**config.mk**
```make
export PLATFORM = sky130hd
export DESIGN_NAME = tcp_congestion_window_control
export DESIGN_NICKNAME = d
export VERILOG_FILES = /design/src/sv/tcw_pkg.sv /design/src/sv/tcp_congestion_window_control.sv /design/src/sv/tcw_recip_div.sv
export SDC_FILE = /design/constraint.sdc
export NUM_CORES = 1
export LEC_CHECK = 0
export BUFFER_PORTS_ARGS = -buffer_cell sky130_fd_sc_hd__buf_2
export CAP_MARGIN = 20
export CORE_ASPECT_RATIO = 0.5
export CORE_MARGIN = 5
export CORE_UTILIZATION = 35
export DETAILED_ROUTE_END_ITERATION = 16
export PLACE_DENSITY_LB_ADDON = 0.05
export REMOVE_ABC_BUFFERS = 1
export SLEW_MARGIN = 40
export SYNTH_ARGS = -nofsm -noshare
export SYNTH_HDL_FRONTEND = slang
export SYNTH_HIERARCHICAL = 1
export SYNTH_SLANG_ARGS = --single-unit
```
**constraint.sdc**
```tcl
create_clock -name clk_i -period 6.6 [get_ports clk_i]
set_input_delay 1.32 -clock clk_i [delete_from_list [all_inputs] [get_ports clk_i]]
set_output_delay 1.32 -clock clk_i [all_outputs]
set_load 0.005 [all_outputs]
```
**src/sv/tcw_pkg.sv**
```systemverilog
// tcw_pkg: shared types and constants of the TCP congestion window controller.
// Used by tcp_congestion_window_control and the bench; depends on nothing.
package tcw_pkg;

  // Phase codes as seen on the phase output
  localparam logic [1:0] PH_SLOW  = 2'd0;
  localparam logic [1:0] PH_FAST  = 2'd1;
  localparam logic [1:0] PH_AVOID = 2'd2;

  // Configuration port
  localparam int unsigned CFG_IDX_W  = 8;
  localparam int unsigned CFG_DATA_W = 16;
  localparam logic [CFG_IDX_W-1:0] CFG_INIT_THRESH = 8'd0;
  localparam logic [CFG_IDX_W-1:0] CFG_DUP_LIMIT   = 8'd1;

  // Register reset values
  localparam logic [15:0] INIT_THRESH_RST = 16'd100;
  localparam logic [7:0]  DUP_LIMIT_RST   = 8'd3;

  // Sequencer states
  typedef enum logic [1:0] {
    ST_IDLE,
    ST_START,
    ST_WAIT,
    ST_EMIT
  } tcw_state_e;

endpackage

```
**src/sv/tcp_congestion_window_control.sv**
```systemverilog
// Reno congestion window controller around one bit-serial reciprocal divider.
// Timeouts, duplicate and old ACKs, and new ACKs outside congestion avoidance: the item goes from
// idle to the emit state and into the output register once it is free; no new item until idle.
// New ACK in congestion avoidance: N reciprocal steps (start, wait) run before the emit state,
// N the clamped ACK advance; one item at a time, a stalled result holds the input.
// Reset (async, active low): window 1.0, threshold 100, dup ACK limit 3, slow start.
module tcp_congestion_window_control #(
  parameter int unsigned MAX_ADVANCE   = 1024,
  parameter int unsigned FRACTION_BITS = 16
) (
  input  logic                              clk_i,
  input  logic                              rst_ni,
  input  logic                              in_valid_i,
  output logic                              in_stall_o,
  input  logic                              command_i,
  input  logic [31:0]                       ack_number_i,
  output logic                              out_valid_o,
  input  logic                              out_stall_i,
  output logic [15:0]                       window_packets_o,
  output logic [1:0]                        phase_o,
  output logic [15:0]                       threshold_now_o,
  output logic                              new_ack_o,
  output logic [$clog2(MAX_ADVANCE+1)-1:0]  ack_advance_o,
  output logic                              resend_head_o,
  output logic                              resend_all_o,
  output logic                              restart_timer_o,
  output logic [7:0]                        dup_count_o,
  input  logic                              cfg_valid_i,
  output logic                              cfg_ready_o,
  input  logic [tcw_pkg::CFG_IDX_W-1:0]     cfg_index_i,
  input  logic [tcw_pkg::CFG_DATA_W-1:0]    cfg_data_i
);

  localparam int unsigned AW = $clog2(MAX_ADVANCE + 1);
  localparam int unsigned VW = 32 - FRACTION_BITS;
  localparam int unsigned QW = FRACTION_BITS + 1;
  localparam logic [31:0] OneFixed = 32'(64'd1 << FRACTION_BITS);

  typedef struct packed {
    logic new_ack;
    logic resend_head;
    logic resend_all;
    logic restart_timer;
  } tcw_flags_t;

  function automatic logic [31:0] win_sat(input logic [63:0] v);
    return (v > 64'h0000_0000_FFFF_FFFF) ? 32'hFFFF_FFFF : v[31:0];
  endfunction

  tcw_pkg::tcw_state_e state_q, state_d;

  logic [31:0]   window_q, window_d;
  logic [15:0]   thr_q, thr_d;
  logic [31:0]   high_q, high_d;
  logic [7:0]    dup_q, dup_d;
  logic [1:0]    phase_q, phase_d;
  logic [7:0]    limit_q, limit_d;
  logic [AW-1:0] cnt_q, cnt_d;
  logic [AW-1:0] adv_q, adv_d;
  tcw_flags_t    flags_q, flags_d;

  logic          out_valid_q, out_valid_d;
  logic [15:0]   out_win_q, out_win_d;
  logic [1:0]    out_phase_q, out_phase_d;
  logic [15:0]   out_thr_q, out_thr_d;
  logic [AW-1:0] out_adv_q, out_adv_d;
  tcw_flags_t    out_flags_q, out_flags_d;
  logic [7:0]    out_dup_q, out_dup_d;

  logic          in_fire;
  logic          out_free;
  logic          ca_case;
  logic          div_start;
  logic          div_done;
  logic [QW-1:0] quotient;
  logic [VW-1:0] divisor;

  logic [31:0]   win_int;
  logic [31:0]   half;
  logic [15:0]   half16;
  logic [31:0]   adv32;
  logic [AW-1:0] clamped;
  logic [31:0]   ss_win;
  logic [63:0]   thr_fix;
  logic [7:0]    dup_inc;
  logic [16:0]   fr_sum;

  assign in_stall_o  = (state_q != tcw_pkg::ST_IDLE);
  assign in_fire     = in_valid_i && (state_q == tcw_pkg::ST_IDLE);
  assign out_free    = !out_valid_q || !out_stall_i;
  assign cfg_ready_o = 1'b1;

  assign win_int = 32'(window_q >> FRACTION_BITS);
  assign half    = win_int >> 1;
  assign half16  = (half > 32'h0000_FFFF) ? 16'hFFFF : half[15:0];
  assign adv32   = ack_number_i - high_q;
  assign clamped = (adv32 > 32'(MAX_ADVANCE)) ? AW'(MAX_ADVANCE) : adv32[AW-1:0];
  assign ss_win  = win_sat({32'd0, window_q} + ({32'd0, adv32} << FRACTION_BITS));
  assign thr_fix = {48'd0, thr_q} << FRACTION_BITS;
  assign dup_inc = dup_q + 8'd1;
  assign fr_sum  = {1'b0, half16} + {9'd0, dup_inc};
  assign divisor = (win_int == 32'd0) ? VW'(1) : win_int[VW-1:0];

  assign ca_case = !command_i && (ack_number_i > high_q) && (phase_q == tcw_pkg::PH_AVOID);

  tcw_recip_div #(
    .FRAC_BITS (FRACTION_BITS)
  ) u_div (
    .clk_i      (clk_i),
    .rst_ni     (rst_ni),
    .start_i    (div_start),
    .divisor_i  (divisor),
    .done_o     (div_done),
    .quotient_o (quotient)
  );

  // Next state
  always_comb begin
    state_d = state_q;
    case (state_q)
      tcw_pkg::ST_IDLE: begin
        if (in_fire) begin
          state_d = ca_case ? tcw_pkg::ST_START : tcw_pkg::ST_EMIT;
        end
      end
      tcw_pkg::ST_START: state_d = tcw_pkg::ST_WAIT;
      tcw_pkg::ST_WAIT: begin
        if (div_done) begin
          state_d = (cnt_q == AW'(1)) ? tcw_pkg::ST_EMIT : tcw_pkg::ST_START;
        end
      end
      tcw_pkg::ST_EMIT: begin
        if (out_free) begin
          state_d = tcw_pkg::ST_IDLE;
        end
      end
      default: state_d = tcw_pkg::ST_IDLE;
    endcase
  end

  // Sequencer outputs and state update
  always_comb begin
    div_start  = 1'b0;
    window_d   = window_q;
    thr_d      = thr_q;
    high_d     = high_q;
    dup_d      = dup_q;
    phase_d    = phase_q;
    limit_d    = limit_q;
    cnt_d      = cnt_q;
    adv_d      = adv_q;
    flags_d    = flags_q;

    case (state_q)
      tcw_pkg::ST_IDLE: begin
        if (in_fire) begin
          flags_d = '0;
          adv_d   = '0;
          if (command_i) begin
            // timeout: halve into threshold, back to slow start
            thr_d    = half16;
            dup_d    = 8'd0;
            window_d = OneFixed;
            phase_d  = tcw_pkg::PH_SLOW;
            flags_d  = '{new_ack: 1'b0, resend_head: 1'b1, resend_all: 1'b1,
                         restart_timer: 1'b1};
          end else if (ack_number_i > high_q) begin
            flags_d.new_ack       = 1'b1;
            flags_d.restart_timer = 1'b1;
            adv_d  = clamped;
            dup_d  = 8'd0;
            high_d = ack_number_i;
            case (phase_q)
              tcw_pkg::PH_SLOW: begin
                window_d = ss_win;
                if ({32'd0, ss_win} >= thr_fix) begin
                  phase_d = tcw_pkg::PH_AVOID;
                end
              end
              tcw_pkg::PH_AVOID: cnt_d = clamped;
              default: begin
                // leave fast recovery
                window_d = win_sat(thr_fix);
                phase_d  = tcw_pkg::PH_AVOID;
              end
            endcase
          end else if (ack_number_i == high_q) begin
            if (phase_q == tcw_pkg::PH_SLOW || phase_q == tcw_pkg::PH_AVOID) begin
              if (dup_q != 8'hFF) begin
                dup_d = dup_inc;
                if (dup_inc == limit_q) begin
                  phase_d  = tcw_pkg::PH_FAST;
                  thr_d    = half16;
                  window_d = win_sat({47'd0, fr_sum} << FRACTION_BITS);
                  flags_d.resend_head = 1'b1;
                end
              end
            end else begin
              if (dup_q != 8'hFF) begin
                dup_d = dup_inc;
              end
              window_d = win_sat({32'd0, window_q} + {32'd0, OneFixed});
            end
          end
        end
      end
      tcw_pkg::ST_START: div_start = 1'b1;
      tcw_pkg::ST_WAIT: begin
        if (div_done) begin
          window_d = win_sat({32'd0, window_q} + 64'(quotient));
          cnt_d    = cnt_q - AW'(1);
        end
      end
      default: ;
    endcase

    // the user must send configuration only while idle; the block itself does not enforce it
    if (cfg_valid_i) begin
      if (cfg_index_i == tcw_pkg::CFG_INIT_THRESH) begin
        thr_d = cfg_data_i;
      end else if (cfg_index_i == tcw_pkg::CFG_DUP_LIMIT) begin
        limit_d = cfg_data_i[7:0];
      end
    end
  end

  // Output register
  always_comb begin
    out_valid_d = out_valid_q;
    out_win_d   = out_win_q;
    out_phase_d = out_phase_q;
    out_thr_d   = out_thr_q;
    out_adv_d   = out_adv_q;
    out_flags_d = out_flags_q;
    out_dup_d   = out_dup_q;
    if (out_valid_q && !out_stall_i) begin
      out_valid_d = 1'b0;
    end
    if (state_q == tcw_pkg::ST_EMIT && out_free) begin
      out_valid_d = 1'b1;
      out_win_d   = (win_int > 32'h0000_FFFF) ? 16'hFFFF : win_int[15:0];
      out_phase_d = phase_q;
      out_thr_d   = thr_q;
      out_adv_d   = adv_q;
      out_flags_d = flags_q;
      out_dup_d   = dup_q;
    end
  end

  always_ff @(posedge clk_i or negedge rst_ni) begin
    if (!rst_ni) begin
      state_q     <= tcw_pkg::ST_IDLE;
      window_q    <= OneFixed;
      thr_q       <= tcw_pkg::INIT_THRESH_RST;
      high_q      <= 32'd0;
      dup_q       <= 8'd0;
      phase_q     <= tcw_pkg::PH_SLOW;
      limit_q     <= tcw_pkg::DUP_LIMIT_RST;
      cnt_q       <= '0;
      out_valid_q <= 1'b0;
    end else begin
      state_q     <= state_d;
      window_q    <= window_d;
      thr_q       <= thr_d;
      high_q      <= high_d;
      dup_q       <= dup_d;
      phase_q     <= phase_d;
      limit_q     <= limit_d;
      cnt_q       <= cnt_d;
      out_valid_q <= out_valid_d;
    end
  end

  always_ff @(posedge clk_i) begin
    adv_q       <= adv_d;
    flags_q     <= flags_d;
    out_win_q   <= out_win_d;
    out_phase_q <= out_phase_d;
    out_thr_q   <= out_thr_d;
    out_adv_q   <= out_adv_d;
    out_flags_q <= out_flags_d;
    out_dup_q   <= out_dup_d;
  end

  assign out_valid_o      = out_valid_q;
  assign window_packets_o = out_win_q;
  assign phase_o          = out_phase_q;
  assign threshold_now_o  = out_thr_q;
  assign new_ack_o        = out_flags_q.new_ack;
  assign ack_advance_o    = out_adv_q;
  assign resend_head_o    = out_flags_q.resend_head;
  assign resend_all_o     = out_flags_q.resend_all;
  assign restart_timer_o  = out_flags_q.restart_timer;
  assign dup_count_o      = out_dup_q;

  a_done_in_wait: assert property (@(posedge clk_i) disable iff (!rst_ni)
    div_done |-> state_q == tcw_pkg::ST_WAIT)
    else $error("divider finished outside the wait state");

  a_wait_has_steps: assert property (@(posedge clk_i) disable iff (!rst_ni)
    state_q == tcw_pkg::ST_WAIT |-> cnt_q != '0)
    else $error("window step loop running with no steps left");

  a_phase_code: assert property (@(posedge clk_i) disable iff (!rst_ni)
    phase_q == tcw_pkg::PH_SLOW || phase_q == tcw_pkg::PH_FAST ||
    phase_q == tcw_pkg::PH_AVOID)
    else $error("unused phase code reached");

  a_emit_loads: assert property (@(posedge clk_i) disable iff (!rst_ni)
    state_q == tcw_pkg::ST_EMIT && out_free |=>
      out_valid_o && state_q == tcw_pkg::ST_IDLE)
    else $error("result not loaded into the output register");

endmodule

```
**src/sv/tcw_recip_div.sv**
```systemverilog
// tcw_recip_div: restoring divider that forms 2^FRAC_BITS / divisor, one
// quotient bit per cycle. Depends on nothing; instantiated by the top level.
module tcw_recip_div #(
  parameter int unsigned FRAC_BITS = 16
) (
  input  logic                   clk_i,
  input  logic                   rst_ni,
  input  logic                   start_i,
  input  logic [31-FRAC_BITS:0]  divisor_i,
  output logic                   done_o,
  output logic [FRAC_BITS:0]     quotient_o
);

  localparam int unsigned VW = 32 - FRAC_BITS;
  localparam int unsigned QW = FRAC_BITS + 1;
  localparam int unsigned CW = $clog2(QW + 1);

  logic          busy_q, busy_d;
  logic          done_q, done_d;
  logic [CW-1:0] cnt_q, cnt_d;
  logic [VW-1:0] rem_q, rem_d;
  logic [QW-1:0] dvd_q, dvd_d;
  logic [QW-1:0] quo_q, quo_d;
  logic [VW-1:0] dsr_q, dsr_d;

  logic [VW:0]   trial;
  logic [VW:0]   diff;
  logic          ge;

  assign trial = {rem_q, dvd_q[QW-1]};
  assign diff  = trial - {1'b0, dsr_q};
  assign ge    = trial >= {1'b0, dsr_q};

  always_comb begin
    busy_d = busy_q;
    done_d = 1'b0;
    cnt_d  = cnt_q;
    rem_d  = rem_q;
    dvd_d  = dvd_q;
    quo_d  = quo_q;
    dsr_d  = dsr_q;
    if (start_i) begin
      busy_d = 1'b1;
      cnt_d  = CW'(QW);
      rem_d  = '0;
      dvd_d  = {1'b1, {FRAC_BITS{1'b0}}};
      quo_d  = '0;
      dsr_d  = divisor_i;
    end else if (busy_q) begin
      // shift in the next dividend bit, subtract when it fits
      rem_d = ge ? diff[VW-1:0] : trial[VW-1:0];
      dvd_d = {dvd_q[QW-2:0], 1'b0};
      quo_d = {quo_q[QW-2:0], ge};
      cnt_d = cnt_q - CW'(1);
      if (cnt_q == CW'(1)) begin
        busy_d = 1'b0;
        done_d = 1'b1;
      end
    end
  end

  always_ff @(posedge clk_i or negedge rst_ni) begin
    if (!rst_ni) begin
      busy_q <= 1'b0;
      done_q <= 1'b0;
      cnt_q  <= '0;
    end else begin
      busy_q <= busy_d;
      done_q <= done_d;
      cnt_q  <= cnt_d;
    end
  end

  always_ff @(posedge clk_i) begin
    rem_q <= rem_d;
    dvd_q <= dvd_d;
    quo_q <= quo_d;
    dsr_q <= dsr_d;
  end

  assign done_o     = done_q;
  assign quotient_o = quo_q;

endmodule
```
### After elaboration in Yosys (flattened, before gate mapping)

Index checks and enable logic that the tools add are counted.

* register bits: 241
* bits in latches: 0
* RAM bits: 0
* bits in read-only memories: 0
* bits of input ports: 62
* logic and storage cells: 176
* memories: 0

* $add $sub $neg: 9
* $mul: 0
* divide/modulo/power cells: 0
* $lt $le $gt $ge: 11
* equality and inequality tests: 22
* shift operators: 0
* muxes and demuxes: 70
* bitwise logic cells: 3
* reduce and logical (&&, ||, !) cells: 31

Operators by type and width (number)
* $mux W32: 13
* $mux W16: 12
* $pmux W32 S2: 2
* $gt A33 B32 Y1 const B: 3
* $mux W11: 6
* $add A32 B48 Y49: 1
* $gt A49 B32 Y1 const B: 1
* $add A32 B17 Y33: 1
* $add A32 B17 Y33 const B: 1
* $eq A32 B32 Y1: 1
* $ge A32 B32 Y1: 1
* $gt A32 B11 Y1 const B: 1
* $gt A32 B32 Y1: 1
* $gt A32 B32 Y1 const B: 1
* $logic_not A32 Y1: 1
* $mux W8: 4
* $sub A32 B32 Y32: 1
* $mux W2: 12
* $pmux W11 S2: 1
* $add A16 B8 Y17: 1
* $ge A17 B16 Y1: 1
* $gt A15 B16 Y1 const B: 1
* $gt A16 B16 Y1 const B: 1
* $mux W1: 16
* other kinds (35): 62

### Logic depth before layout (Yosys ltp)

Gate-level depths: netlist of the first run.

* depth after elaboration: 13
* depth in mapped cells: 35
* mapped depth without buffers: 33

### Hierarchy

Netlist of the first run, hierarchy kept.

By module, submodules not included
* tcp_congestion_window_control: instances 1, cells an instance 1620, area each 14041.0 sq um
* tcw_recip_div: instances 1, cells an instance 331, area each 3100.5 sq um

### Worst setup path before layout of the first run

Ideal clock, no wire load.

* path kind: input-to-reg
* from: input ack_number_i[0]
* to: register phase_q[1]
* data arrival time: 7222 ps
* required time: 6467 ps
* path slack: -755 ps
* stages on the path: 34
* buffers on the path: 3
* cells stage by stage: inv_1 > ha_1 > fa_1 > nand2b_1 > a21oi_1 > nor2_1 > o21ai_0 > xnor2_1 > inv_1 > ha_1 > o211ai_1 > nor2_1 > a21oi_1 > o41ai_1 > nand2_1 > or4b_4 > or4_4 > a22oi_2 > and3_1 > buf_6 > buf_6 > buf_4 > nand2_1 > ha_1 > a21oi_1 > nor2b_1 > o21ai_0 > nand2b_1 > a21oi_1 > nor2b_1 > o21ai_0 > nand2b_1 > a211oi_1 > a31oi_1

* word-level cells in the longest chain between the ends: 7
* elaborated cells on any way between the ends: 16

Ends and longest elaborated chain
* start, declared: line tcp_congestion_window_control.sv:16 `input logic [31:0] ack_number_i,`
* $sub A32 B32 Y32: line tcp_congestion_window_control.sv:96 `assign adv32 = ack_number_i - high_q;`
* $add A32 B48 Y49: line tcp_congestion_window_control.sv:98 `assign ss_win = win_sat({32'd0, window_q} + ({32'd0, adv32} << FRACTION_BITS));`
* $gt A49 B32 Y1: line tcp_congestion_window_control.sv:47 `return (v > 64'h0000_0000_FFFF_FFFF) ? 32'hFFFF_FFFF : v[31:0];`
* $mux W32: line tcp_congestion_window_control.sv:47
* $ge A32 B32 Y1: line tcp_congestion_window_control.sv:176 `if ({32'd0, ss_win} >= thr_fix) begin`
* $ne A4 B4 Y1 (no line)
* $reduce_and A8 Y1 (no line)
* end signal, assigned: line tcp_congestion_window_control.sv:257 `phase_q <= tcw_pkg::PH_SLOW;`
* end signal, assigned: line tcp_congestion_window_control.sv:267 `phase_q <= phase_d;`
* end, declared: line tcp_congestion_window_control.sv:56 `logic [1:0] phase_q, phase_d;`

Several ways; a longest one is shown, not always the timed one.
A chain may end at the register's enable or synchronous reset.

### Worst setup path in the final report of the first run

Ends and elaborated chain as after synthesis.

==> out/results.tsv, run 1 <==
metric	value	unit
status	finished, final reports clean	
WL per Instance	19.1	um
worst endpoint required time	7.06	ns
Max Slew Vio Count	0	
most frequent cells in the layout	buf_4, nand2_1, nor2_1	
vias in the first global route	15000	
crit path buf inv count	6	
Die W	323	um
Vias/cell	5.34	
layout cell share with drive strength beyond 1	23.1	%
initial DRC count	1075	
hold path depth	0	
first-pass GRT wire length	86300	um
Critical Path End Type	flip-flop	
Tmin final	6.41	ns
worst-margin pin slew	0.741	ns
maximum VDD drop	0.000224	V
Async SR Flop Fraction	49.4	%
DR vias	15300	
gr usage total	19.9	%
largest net degree at the start of global routing	63	
crit path max fanout	6	
Initial Utilization	35.3	%
DR WL met2	24700	um
final instance area	21000	um^2
Die Ht	166	um
ys flop type	dfrtp_1	
slew margin rel.	49.3	%
hold_ws	0.422	ns
first drt pass iteration count	5	
Distinct cells, synth	97	
# rows	57	
synthesized area	17100	um^2
Clock Path Buffers	3	
GRT overflow	0	
full die area	53800	um^2
RePlAce Congestion	0.888	
Fmax	156	MHz
Place WS	-1.01	ns
Final nets	2387	
PortBufs	120	
Filler cells	4926	
H-tree levels	1	
initial antenna violation count	1	
WP depth	37	
n_diodes	0	
Seq/Total Area, Yosys	36.8	%
most common cell after layout, fill and taps aside	buf_4	
PnR worst setup slack	0.192	ns
Max Used Layer	met5	
final core area utilization	43.3	%
Post-synth EDFFs	88	
RSZ-0062 raised after global routing	yes	
Reg clk slew, reported paths	0.07	ns
core area	48500	um^2
Hold Buf Count CTS	0	
period utilisation layout	97.1	%
CTS tree	yes	
Post-Route Setup TNS	0	ns
max cap viols	0	
Placed Area	19600	um^2
synthesized instance count	1951	
Hold Violations, Final	0	
CP max stage delay	0.54	ns
Crit Path Category	in -> reg	
Power Density	411	nW/um^2
average cell area after synthesis	8.79	um^2
footprint of the multi-input gates	10300	um^2
cells on worst reg2reg path	35	
Static Leak	9.27	nW
clock skew	0.0198	ns
Critical Path AT	6.87	ns
Layout area overhead	22.4	%
DRC Markers	0	
setup violators final	0	
YS warnings	6	
Met3 Routed Length	2260	um
worst skew pair latency	0.58	ns
CTS Sinks	241	
CP top delay family	simple AND/OR/NAND/NOR gates	
Register Area	6310	um^2
Detail Placement HPWL	41200	um
total CTS buffers	26	
Startpoint Class	input pin	
worst hold path class	reg -> reg	
I/O pin count	122	
clock root buffer	clkbuf_16	
post-route met1 wirelength	27100	um
drt total wl	54900	um
crit path max-delay cell type	or4_4	
DRT antenna net count	0	
Yosys reg bits	241	
## Yosys cell counts (all sizes together), types with 7 or more instances
cell     number  area share (%)
or2          13            0.47
a211oi       15            0.79
nor4         17            0.74
nor2b        23            0.84
o21bai       11            0.55
mux2i        29             1.7
nor2        176             3.9
buf          31             1.2
o22ai         8            0.29
a2bb2oi      14            0.72
and4          7            0.36
o211ai       10            0.44
a31o          7            0.36
dfrtp       113              16
nand2       196             4.3
a21o         48             2.1
xnor2        55             2.8
o221ai        8            0.41
ha          115             8.4
and3         13            0.47
edfxtp       88              15
or3           9            0.33
o21a         20            0.88
a31oi        31             1.1
nand3        57             1.7
a21oi       142             4.6
nand2b       20            0.73
a311oi       17             1.1
inv         118             2.6
dfxtp        34             4.0
xor2         49             2.5
and2         19            0.69
o21ai       150             4.5
clkbuf       78             1.7
nand4        43             1.6
mux2         12            0.81
o31ai        22             1.0
nor3         26            0.76
## worst register-to-register path, delay by kind of cell (launching register included)
family,cells,cell delay [ns]
buffers and inverters,4,0.52
AND/OR/NAND/NOR,12,2.07
AO/OA/AOI/OAI,14,1.66
XOR/XNOR,1,0.14
adder cells (fa/ha/maj),4,1.07
flip-flops,1,0.41
## final timing paths
check,end,slack [ns],start
worst max register to register,phase_q[1],0.61,high_q[0]
min in group asynchronous,high_q[19],0.64,rst_ni
max in group asynchronous,u_div/busy_q,4.83,rst_ni
worst max-delay path,phase_q[1],0.19,ack_number_i[0]
worst min register to register,new_ack_o,0.42,flags_q[3]
worst min-delay path,new_ack_o,0.42,flags_q[3]
## flip-flops by register name, summed over array words and instances (netlist names), 4 cells and up
register and flops:
ack_advance_o 11, dup_q 8, high_q 32, window_packets_o 16
window_q 32, cnt_q 11, u_div/rem_q 16, dup_count_o 8
adv_q 11, threshold_now_o 16, u_div/cnt_q 5, thr_q 16
flags_q 4, u_div/dsr_q 16, u_div/quotient_o 17, limit_q 8
## metrics by stage
step	cells	total power, W
floorplan	1842	0.00536
finish	2874	0.00862
CTS	2866	0.00861
global route	2874	0.00931
global placement	2808	0.00697
detailed placement	2808	0.00695
## report_power, final
part           switching (W)  internal, W  total [W]
clock               0.000711     0.000858    0.00157
combinational        0.00264      0.00184    0.00449
sequential          0.000489      0.00208    0.00257
total                0.00384      0.00478    0.00862
## cells by family (layout without fill, tap and decap cells)
logic type               after synthesis  after routing  synth area share (%)
XOR/XNOR                             104            104                  5.31
multiplexers                          41             41                  2.50
flip-flops                           241            241                  36.8
AND/OR/NAND/NOR                      641            641                  18.1
adder cells (fa/ha/maj)              120            120                  8.98
other                                  1              1                0.0219
AO/OA/AOI/OAI                        575            575                  22.8
buffers and inverters                228            502                  5.57
## area by class of cell
cell class | instances | area share [%]
Multi-Input combinational cell | 1482 | 48.9
Inverter | 119 | 2.14
Clock inverter | 20 | 1.08
Timing Repair Buffer | 335 | 10.8
Sequential cell | 241 | 30.1
Tap cell | 649 | 3.87
Clock buffer | 28 | 3.14
## repair_timing
action	4_1_cts	5_1_grt
gates resized for setup	22	42
cloned	0	0
setup buffers	10	7
endpoints found under the setup margin	1	1
pin swaps	14	37
## routing by layer
metal,vias up,GRT usage (%)
li1,7592,-
met1,7417,29.2
met2,281,32.0
met3,56,2.90
met4,2,2.79
met5,-,0
Power figures use the tool's default switching activity.
==> run 2: changes to the inputs <==
clock period = 7.73 ns   (was 6.6 ns; I/O delays follow)
==> run 2 against run 1 <==
Cell area is 6.4% lower. Clock skew is 0.00077 ns higher. Routed wire length is 1.6% lower. Flip-flop and latch count stayed put. Global-route usage is 0.18 points lower. Utilization is 2.8 points lower. Cell count is 4.8% lower. Clock power is 12% lower. Via count is 4.2% lower. Sequential power is 11% lower. Combinational power is 21% lower. Largest cell class unchanged. Largest power group unchanged.
==> out/results.tsv, run 2 (synthesis results as in run 1) <==
metric	value	unit
Reg clk slew, reported paths	0.08	ns
drt total wl	54000	um
initial DRC count	1042	
DR vias	14700	
PnR worst setup slack	0.464	ns
# rows	57	
Hold Buf Count CTS	0	
PortBufs	120	
full die area	53800	um^2
Vias/cell	5.37	
Crit Path Category	in -> reg	
largest net degree at the start of global routing	72	
post-route insts no fill	2737	
worst-margin pin slew	0.854	ns
r2r setup slk	1.17	ns
Tmin final	7.27	ns
Place WS	-0.242	ns
RSZ-0062 raised after global routing	no	
WHS Endpoint	ack_advance_o[3]	
post-route met1 wirelength	26400	um
GRT overflow	0	
max cap viols	0	
most common cell after layout, fill and taps aside	nand2_1	
DRT antenna net count	0	
hold path depth	0	
Die W	323	um
Detail Placement HPWL	40100	um
Fmax	138	MHz
CTS tree	yes	
Static Leak	8.54	nW
crit path max-delay cell type	or4b_4	
Pwr Total	0.00720	W
first-pass GRT wire length	85400	um
DR WL met2	24000	um
Filler cells	4891	
total CTS buffers	27	
worst r2r dst	phase_q[1]	
Post-Route Setup TNS	0	ns
Startpoint Class	input pin	
Max Used Layer	met4	
Critical Path AT	7.74	ns
clock root buffer	clkbuf_16	
worst endpoint required time	8.20	ns
most frequent cells in the layout	nand2_1, nor2_1, o21ai_0	
placed insts	2684	
Clock Path Buffers	3	
Met3 Routed Length	2600	um
Max Slew Vio Count	0	
core area	48500	um^2
layout cell share with drive strength beyond 1	16.3	%
most common cell type on the critical path	o21ai_0	
period utilisation layout	94.0	%
vias in the first global route	14500	
Final nets	2248	
Layout area overhead	14.5	%
H-tree levels	1	
DRC Markers	0	
Power Density	367	nW/um^2
status	finished, final reports clean	
worst hold path class	reg -> reg	
slew margin rel.	43.1	%
CP max stage delay	0.56	ns
setup violators final	0	
cells on worst reg2reg path	33	
RePlAce Congestion	0.888	
Reg-to-Reg Start	high_q[0]	
WL per Instance	19.7	um
maximum VDD drop	0.000200	V
Die Ht	166	um
Critical Path End Type	flip-flop	
Hold Violations, Final	0	
hold_sp	adv_q[3]	
initial antenna violation count	0	
hold_ws	0.415	ns
clock skew	0.0206	ns
first drt pass iteration count	5	
crit path max fanout	4	
CTS Sinks	241	
gr usage total	19.7	%
I/O pin count	122	
worst skew pair latency	0.59	ns
Initial Utilization	35.3	%
-- run 2: cell count changes in the layout (fill, tap and decap cells not counted), moves of 3 or more --
cell	previous run	this run
buf_4	210	73
ha_1	105	115
ha_4	9	0
xnor2_1	49	55
o21ai_0	128	133
buf_6	5	1
o21ai_1	17	13
xnor2_2	4	0
clkinv_2	3	6
-- run 2: worst max-delay path by stage --
| stage | endpoint | start | depth (start not counted) | slack [ns] |
|---|---|---|---|---|
| 2_1_floorplan | phase_q[1] | ack_number_i[0] | 32 | -0.25 |
| 3_3_place_gp | phase_q[1] | ack_number_i[0] | 35 | -0.14 |
| 3_5_place_dp | phase_q[1] | ack_number_i[0] | 35 | -0.24 |
| 4_1_cts | phase_q[1] | ack_number_i[0] | 35 | 0.40 |
| 5_1_grt | phase_q[1] | ack_number_i[0] | 35 | 0.03 |
| 6_report | phase_q[1] | ack_number_i[0] | 35 | 0.46 |
-- run 2: power by group --
group / total [W] / internal (W) / switching [W]
Combinational: 0.00354 / 0.00142 / 0.00212
Sequential: 0.00229 / 0.00177 / 0.000513
Clock: 0.00138 / 0.000771 / 0.000606
Total: 0.00720 / 0.00396 / 0.00324
-- run 2: critical path, delay by kind of cell --
family                   cells  cell delay, ns
adder cells (fa/ha/maj)      4            1.21
XOR/XNOR                     1            0.17
buffers and inverters        5            0.52
AO/OA/AOI/OAI               12            2.04
AND/OR/NAND/NOR             13            2.27
-- run 2: repair_timing --
| item | 4_1_cts | 5_1_grt |
|---|---|---|
| setup buffers | 0 | 0 |
| resized for setup | 0 | 2 |
| endpoints found under the setup margin | 0 | 1 |
-- run 2: final cells by class --
class | instances | area, um^2 | area share, %
repair buffers | 195 | 1200 | 6.12
inverters | 119 | 447 | 2.27
multi-input cells | 1482 | 9940 | 50.6
flip-flops and latches | 241 | 6310 | 32.1
well taps | 649 | 812 | 4.14
clock inverters | 19 | 209 | 1.06
clock buffers | 31 | 711 | 3.62
diodes | 1 | 2.50 | 0.0127
-- run 2: routing by layer --
layer  GRT usage (%)  vias to the layer above
met5               0                        -
met4            3.75                        0
met3            3.27                       54
met2            31.4                      280
met1            28.6                     7067
li1                -                     7296
-- run 2: through the flow --
| step | cell area, um^2 | utilization [%] |
|---|---|---|
| after floorplan | 16600 | - |
| after global placement | 18600 | 38.4 |
| after detailed placement | 18700 | 38.5 |
| after CTS | 19600 | 40.4 |
| after global routing | 19600 | 40.5 |
| final | 19600 | 40.5 |
